`config.mk`:
```
export PLATFORM = sky130hd
export DESIGN_NAME = bc_muldiv
export DESIGN_NICKNAME = d
export VERILOG_FILES = /design/src/design/bc_pkg.sv /design/src/design/bc_muldiv.sv
export SDC_FILE = /design/constraint.sdc
export NUM_CORES = 2
export LEC_CHECK = 0
export BUFFER_PORTS_ARGS = -buffer_cell sky130_fd_sc_hd__buf_2
export CORE_ASPECT_RATIO = 0.75
export CORE_MARGIN = 8
export CORE_UTILIZATION = 55
export CTS_CLUSTER_DIAMETER = 60
export DETAILED_ROUTE_END_ITERATION = 12
export PLACE_DENSITY = 0.83
export SLEW_MARGIN = 40
export SYNTH_ARGS = -nofsm -noshare
export SYNTH_HDL_FRONTEND = slang
export SYNTH_SLANG_ARGS = --single-unit
```
`constraint.sdc`:
```
create_clock -name clk -period 14.63 [get_ports clk]
set_input_delay 0.7315 -clock clk [delete_from_list [all_inputs] [get_ports clk]]
set_output_delay 0.7315 -clock clk [all_outputs]
set_load 0.005 [all_outputs]
```
`src/design/bc_pkg.sv`:
```
// package for the betweenness centrality engine: sequencer states, divider
// handshake structs and the saturating add; no dependencies
`timescale 1ns / 1ps
package bc_pkg;

  localparam int WORD = 32;
  localparam int DIST_W = 6;
  localparam int IDX_W = 5;
  localparam int DIV_STEPS = WORD;
  localparam int STEP_W = $clog2(DIV_STEPS);

  typedef enum logic [3:0] {
    S_IDLE,
    S_SRC_INIT,
    S_BFS_HEAD,
    S_BFS_SCAN,
    S_BK_HEAD,
    S_BK_SCAN,
    S_BK_WAIT,
    S_BK_CB,
    S_NEXT_SRC,
    S_OUT
  } bc_state_t;

  typedef enum logic [2:0] {
    MD_IDLE,
    MD_MUL,
    MD_CHECK,
    MD_DIV,
    MD_DONE
  } md_state_t;

  typedef struct packed {
    logic            start;
    logic [WORD-1:0] a;
    logic [WORD-1:0] b;
    logic [WORD-1:0] d;
  } md_req_t;

  typedef struct packed {
    logic            done;
    logic            ovf;
    logic [WORD-1:0] quot;
  } md_rsp_t;

  // returns {saturated, sum}
  function automatic logic [WORD:0] sat_add(input logic [WORD-1:0] x,
                                            input logic [WORD-1:0] y);
    logic [WORD:0] s;
    s = {1'b0, x} + {1'b0, y};
    if (s[WORD]) begin
      sat_add = {1'b1, {WORD{1'b1}}};
    end else begin
      sat_add = s;
    end
  endfunction

endpackage

```
`src/design/bc_muldiv.sv`:
```
// shared multiply then restoring-divide unit: floor(a*b/d) saturated to 32 bits, zero when d is 0
// depends on bc_pkg
`timescale 1ns / 1ps
module bc_muldiv import bc_pkg::*; (
  input  logic    clk,
  input  logic    rst_n,
  input  md_req_t req,
  output md_rsp_t rsp
);

  md_state_t state_r, state_nxt;
  logic [WORD-1:0]   a_r, b_r, d_r;
  logic [2*WORD-1:0] prod_r;
  logic [WORD-1:0]   rem_r, lo_r, quot_r;
  logic [STEP_W-1:0] cnt_r;
  logic              ovf_r;
  logic [WORD:0]     trial;
  logic              qbit;

  assign trial = {rem_r, lo_r[WORD-1]};
  assign qbit = (trial >= {1'b0, d_r});

  always_comb begin
    state_nxt = state_r;
    unique case (state_r)
      MD_IDLE: if (req.start) state_nxt = MD_MUL;
      MD_MUL: state_nxt = MD_CHECK;
      MD_CHECK: begin
        if (d_r == '0 || prod_r[2*WORD-1:WORD] >= d_r) state_nxt = MD_DONE;
        else state_nxt = MD_DIV;
      end
      MD_DIV: if (cnt_r == STEP_W'(DIV_STEPS - 1)) state_nxt = MD_DONE;
      MD_DONE: state_nxt = MD_IDLE;
      default: state_nxt = MD_IDLE;
    endcase
  end

  always_comb begin
    rsp.done = (state_r == MD_DONE);
    rsp.ovf  = ovf_r;
    rsp.quot = quot_r;
  end

  always_ff @(posedge clk) begin
    if (!rst_n) begin
      state_r <= MD_IDLE;
    end else begin
      state_r <= state_nxt;
    end
  end

  always_ff @(posedge clk) begin
    unique case (state_r)
      MD_IDLE: begin
        if (req.start) begin
          a_r <= req.a;
          b_r <= req.b;
          d_r <= req.d;
        end
      end
      MD_MUL: prod_r <= a_r * b_r;
      MD_CHECK: begin
        cnt_r <= '0;
        if (d_r == '0) begin
          quot_r <= '0;
          ovf_r  <= 1'b0;
        end else if (prod_r[2*WORD-1:WORD] >= d_r) begin
          quot_r <= '1;
          ovf_r  <= 1'b1;
        end else begin
          quot_r <= '0;
          ovf_r  <= 1'b0;
          rem_r  <= prod_r[2*WORD-1:WORD];
          lo_r   <= prod_r[WORD-1:0];
        end
      end
      MD_DIV: begin
        if (qbit) begin
          rem_r <= WORD'(trial - {1'b0, d_r});
        end else begin
          rem_r <= trial[WORD-1:0];
        end
        lo_r   <= {lo_r[WORD-2:0], 1'b0};
        quot_r <= {quot_r[WORD-2:0], qbit};
        cnt_r  <= cnt_r + 1'b1;
      end
      MD_DONE: ;
      default: ;
    endcase
  end

endmodule

```
After elaboration in Yosys (flattened, before gate mapping)
Cells that the tools add are included.
{"block": "word_totals", "ff_bits": 265, "in_bits": 99, "word_cells": 47}
{"block": "op_classes", "n_addsub": 2, "mul": 1, "n_lt_le_gt_ge": 2, "eq_ne": 9, "n_mux": 16, "n_reduce_logical": 7}
{"operator": "32-bit two-way mux", "count": 7}
{"operator": "32-bit case mux with 2 select lines", "count": 3}
{"operator": "32-bit by 32-bit multiplier with 64-bit output", "count": 1}
{"operator": "33-bit by 32-bit greater-or-equal comparator with 1-bit output", "count": 1}
{"operator": "32-bit greater-or-equal comparator", "count": 1}
{"operator": "32-bit logical NOT", "count": 1}
{"operator": "32-bit subtractor", "count": 1}
{"operator": "3-bit case mux with 4 select lines", "count": 1}
{"operator": "5-bit case mux with 2 select lines", "count": 1}
{"operator": "3-bit two-way mux", "count": 3}
{"operator": "2-bit != test, second input constant", "count": 4}
{"operator": "3-bit by 2-bit == test with 1-bit output, second input constant", "count": 2}
{"operator": "5-bit by 1-bit adder with 5-bit output, second input constant", "count": 1}
{"operator": "5-bit == test, second input constant", "count": 1}
{"operator": "2-bit AND reduction", "count": 2}
{"operator": "3-bit by 1-bit == test with 1-bit output, second input constant", "count": 1}
{"operator": "3-bit == test, second input constant", "count": 1}
{"operator": "3-bit logical NOT", "count": 1}
{"operator": "3-bit AND reduction", "count": 1}
{"operator": "2-bit nonzero test", "count": 1}
{"operator": "1-bit logical OR", "count": 1}
{"operator": "1-bit two-way mux", "count": 1}

Logic depth before layout (Yosys ltp)
{"block": "depth", "depth_word": 4, "ltp_mapped": 28}

Worst setup path before layout
OpenSTA, ideal clock, no wires.
{"block": "synth_timing", "path_kind": "input port to flip-flop", "from": "input req[96] in the netlist's numbering", "to": "register state_r[0]", "t_arrival_ns": 11.811, "t_required_ns": 14.527, "setup_slack_ns": 2.716, "path_stages": 2, "cell_sequence": "nor4b_1 -> o221a_2"}
{"block": "synth_between", "elab_chain_cells": 2}
{"element": "from (decl)", "line": "bc_muldiv.sv:7", "rtl": "input md_req_t req,"}
{"element": "2-bit != test (no source line)"}
{"element": "2-bit AND reduction (no source line)"}
{"element": "to (signal assigned)", "line": "bc_muldiv.sv:48", "rtl": "state_r <= state_nxt;"}
{"element": "to (decl)", "line": "bc_muldiv.sv:11", "rtl": "md_state_t state_r, state_nxt;"}
No other way between the ends.
A chain may end at the register's enable or synchronous reset.

Final worst setup path
{"block": "layout_timing", "from": "register b_r[8]", "to": "register prod_r[63] (data pin)"}
{"block": "layout_between", "elab_chain_cells": 1}
{"element": "from (decl)", "line": "bc_muldiv.sv:12", "rtl": "logic [WORD-1:0] a_r, b_r, d_r;"}
{"element": "from (signal assigned)", "line": "bc_muldiv.sv:57", "rtl": "b_r <= req.b;"}
{"element": "32-bit by 32-bit multiplier with 64-bit output", "line": "bc_muldiv.sv:61", "rtl": "MD_MUL: prod_r <= a_r * b_r;"}
{"element": "to (signal assigned)", "line": "bc_muldiv.sv:61"}
{"element": "to (decl)", "line": "bc_muldiv.sv:13", "rtl": "logic [2*WORD-1:0] prod_r;"}
No other way between the ends.

==> results.json <==
{
  "status": "finished clean",
  "drcViolationCount": 0,
  "synthCells": 4581,
  "cp_max_fo": 18,
  "reg2reg_depth": 24,
  "grt.total_usage_pct": 24.4,
  "min-delay-start": "req[73]",
  "rrSetupSlack_ps": 6230,
  "drive_above_1_share_pct": 6.20,
  "cp_slowest_stage_delay_ps": 650,
  "cpMostUsedCell": "fa_1",
  "drtIter0Drc": 2486,
  "setup_slack_ps": 6230,
  "avgSynthCellArea_um2": 9.84,
  "hold_violations": 0,
  "rows": 91,
  "clk_path_buf_depth": 3,
  "cp-start-kind": "flip-flop",
  "drv_slew": 0,
  "maxUsedRoutingLayer": "met4",
  "die_area_um2": 91500,
  "whs_path_depth": 1,
  "die_y_um": 264,
  "setup.worst_path.class": "reg -> reg",
  "antennaDiodeCount": 0,
  "ant_nets": 0,
  "cp_slowest_cell": "edfxtp_1",
  "vias_per_cell": 5.64,
  "fmax_mhz": 119,
  "synth.distinct_cells": 69,
  "setup_violations": 0,
  "grt_pass1_wl_um": 181000,
  "synth_top_flop_cell": "edfxtp_1",
  "cts_resized": 0,
  "worstMarginPinSlew_ps": 781,
  "wl_met3_um": 9550,
  "synth_edf_count": 262,
  "port_buffers": 132,
  "fin_cells": 5681,
  "cts_sinks": 265,
  "core_area_um2": 81800,
  "initial_core_util_pct": 55.1,
  "min_period_ps": 8400,
  "syn-num-nets": 5906,
  "antenna_found_initial": 0,
  "worstPathArrival_ps": 8750,
  "synth_area_um2": 45100,
  "yosysSeqAreaShare_pct": 17.6,
  "rsz0062_at_grt": "false",
  "ios": 133,
  "setup_tns_ps": 0,
  "crit_chain": "buf_6, and2_1, fa_1, fa_1, inv_1, fa_1, fa_1, inv_1, fa_1, fa_1, fa_1, inv_1, fa_1, inv_1, ha_1, a21oi_1, nor2b_1, nand4_1, nor3_2, nor2_1, a31oi_1, o21ai_0, a21oi_1, xnor2_1",
  "slew_headroom_pct": 47.9,
  "tritoncts": "built",
  "hp-class": "in -> reg",
  "cts-root-buf": "clkbuf_16",
  "met2_length_um": 52500,
  "nets": 5907,
  "firstDrtPassIters": 7,
  "hold_path_end": "a_r[9]",
  "drt_wl_total_um": 109000,
  "worstPathRequired_ps": 14980,
  "clkSlewWorstSetupHoldPaths_ps": 60,
  "num_vias": 32000,
  "rr_endpoint": "prod_r[63]",
  "cts_made_buffers": 38,
  "ys_ff_latch": 265,
  "max-cap-violations": 0,
  "die_w_um": 347,
  "pre_cts_slack_ps": 6150,
  "post_cts_buffers": 0,
  "fin_crit_sh_pct": 57.4,
  "fin_skew_ps": 35.0,
  "grt-ovfl-total": 0,
  "worst_setup_path_end_kind": "flip-flop",
  "grt_pass1_vias": 34700,
  "post-route-util_pct": 58.8,
  "crit_buf_inv": 5,
  "path_delay_family": "adder cells",
  "wl_per_cell_um": 19.2,
  "grt_max_degree": 88,
  "clock_latency_ps": 600,
  "worstReg2RegStart": "b_r[8]",
  "area_growth_pct": 6.55,
  "dp_cells": 5611,
  "dp.final_hpwl_um": 85400,
  "htreeDepth": 2,
  "wl_met1_um": 42200,
  "yosys_warnings": 0,
  "cts_hold_buf": 0,
  "gp_congestion": 0.941,
  "synthArstFlopShare_pct": 0
}
## stage by stage
| step | cell area, um2 | hold WS [ps] |
|---|---|---|
| global placement | 46600 | 487 |
| CTS | 48000 | 261 |
| finish | 48000 | 298 |
| global route | 48000 | 283 |
| detailed placement | 46800 | 495 |
| floorplan | 45100 | 484 |
## cells in the mapped netlist, types with 12 or more instances
master	instances	area, um2
and2_1	586	3670
nand4_1	24	150
nor3_1	12	60.1
a21o_1	90	676
inv_1	917	3440
ha_1	329	4120
xnor2_1	56	490
nor2_1	56	210
nand2_1	644	2420
nor2b_1	17	106
o21bai_1	13	97.6
fa_1	897	18000
nand3_1	32	160
clkbuf_1	235	882
mux2i_1	19	190
a31oi_1	17	106
a21oi_1	99	495
edfxtp_1	262	7870
o21ai_0	83	415
a211oi_1	13	97.6
xor2_1	32	280
## worst max-delay path by stage
stage	slack (ps)	endpoint	start	depth (start not counted)
after floorplan	2720	state_r[0]	req[96]	2
after CTS	6130	prod_r[63]	b_r[8]	24
after detailed placement	6150	prod_r[63]	b_r[8]	24
final	6230	prod_r[63]	b_r[8]	24
after global routing	6030	prod_r[61]	b_r[8]	26
after global placement	6110	prod_r[63]	b_r[8]	23
## layout by cell type (no fill, tap or decap), types with 5 or more instances in the layout
cell,Yosys,routed
a2111oi_0,5,5
a211o_1,7,7
a211oi_1,13,13
a21o_1,90,90
a21oi_1,99,99
a31oi_1,17,17
and2_1,586,585
and3_1,10,10
buf_2,2,132
buf_4,2,57
buf_6,2,17
clkbuf_1,235,5
clkbuf_16,0,38
clkinv_1,0,7
edfxtp_1,262,262
fa_1,897,897
ha_1,329,329
inv_1,917,917
mux2i_1,19,19
nand2_1,644,643
nand2b_1,10,10
nand3_1,32,32
nand4_1,24,24
nor2_1,56,56
nor2b_1,17,16
nor3_1,12,11
nor3b_1,7,5
nor4_1,10,10
o211ai_1,10,10
o21a_1,8,7
o21ai_0,83,83
o21ai_1,10,10
o21bai_1,13,13
xnor2_1,56,56
xor2_1,32,32
## layout make-up
class | count | area, um2
Clock inverter | 27 | 278
Multi-Input combinational cell | 3154 | 32800
Timing Repair Buffer | 206 | 1280
Fill cell | 6599 | 33700
Sequential cell | 265 | 7930
Inverter | 917 | 3440
Clock buffer | 43 | 970
Tap cell | 1069 | 1340
## layer usage
metal | vias to the layer above | GRT usage [%]
met4 | 0 | 9.84
met3 | 373 | 5.07
met2 | 1487 | 40.2
met5 | - | 0
li1 | 14000 | -
met1 | 16200 | 31.6
## registers in the layout, summed over array words and instances, names as in the netlist
signal   count
prod_r      64
a_r         32
b_r         32
d_r         32
lo_r        32
quot_r      32
rem_r       32
cnt_r        5
state_r      3
ovf_r        1
## cells by family after synthesis
kind of cell	share of synthesized area, %
DFF	17.6
AOI/OAI and AO/OA	5.81
and+or+nand+nor	15.8
buffers and inverters	9.73
adders and majority gates	49.0
muxes	0.422
xor gates and xnor gates	1.71
Power is left out: the tool's default activity adds up to more than one toggle a clock period on the data nets, which glitch-free logic cannot reach.
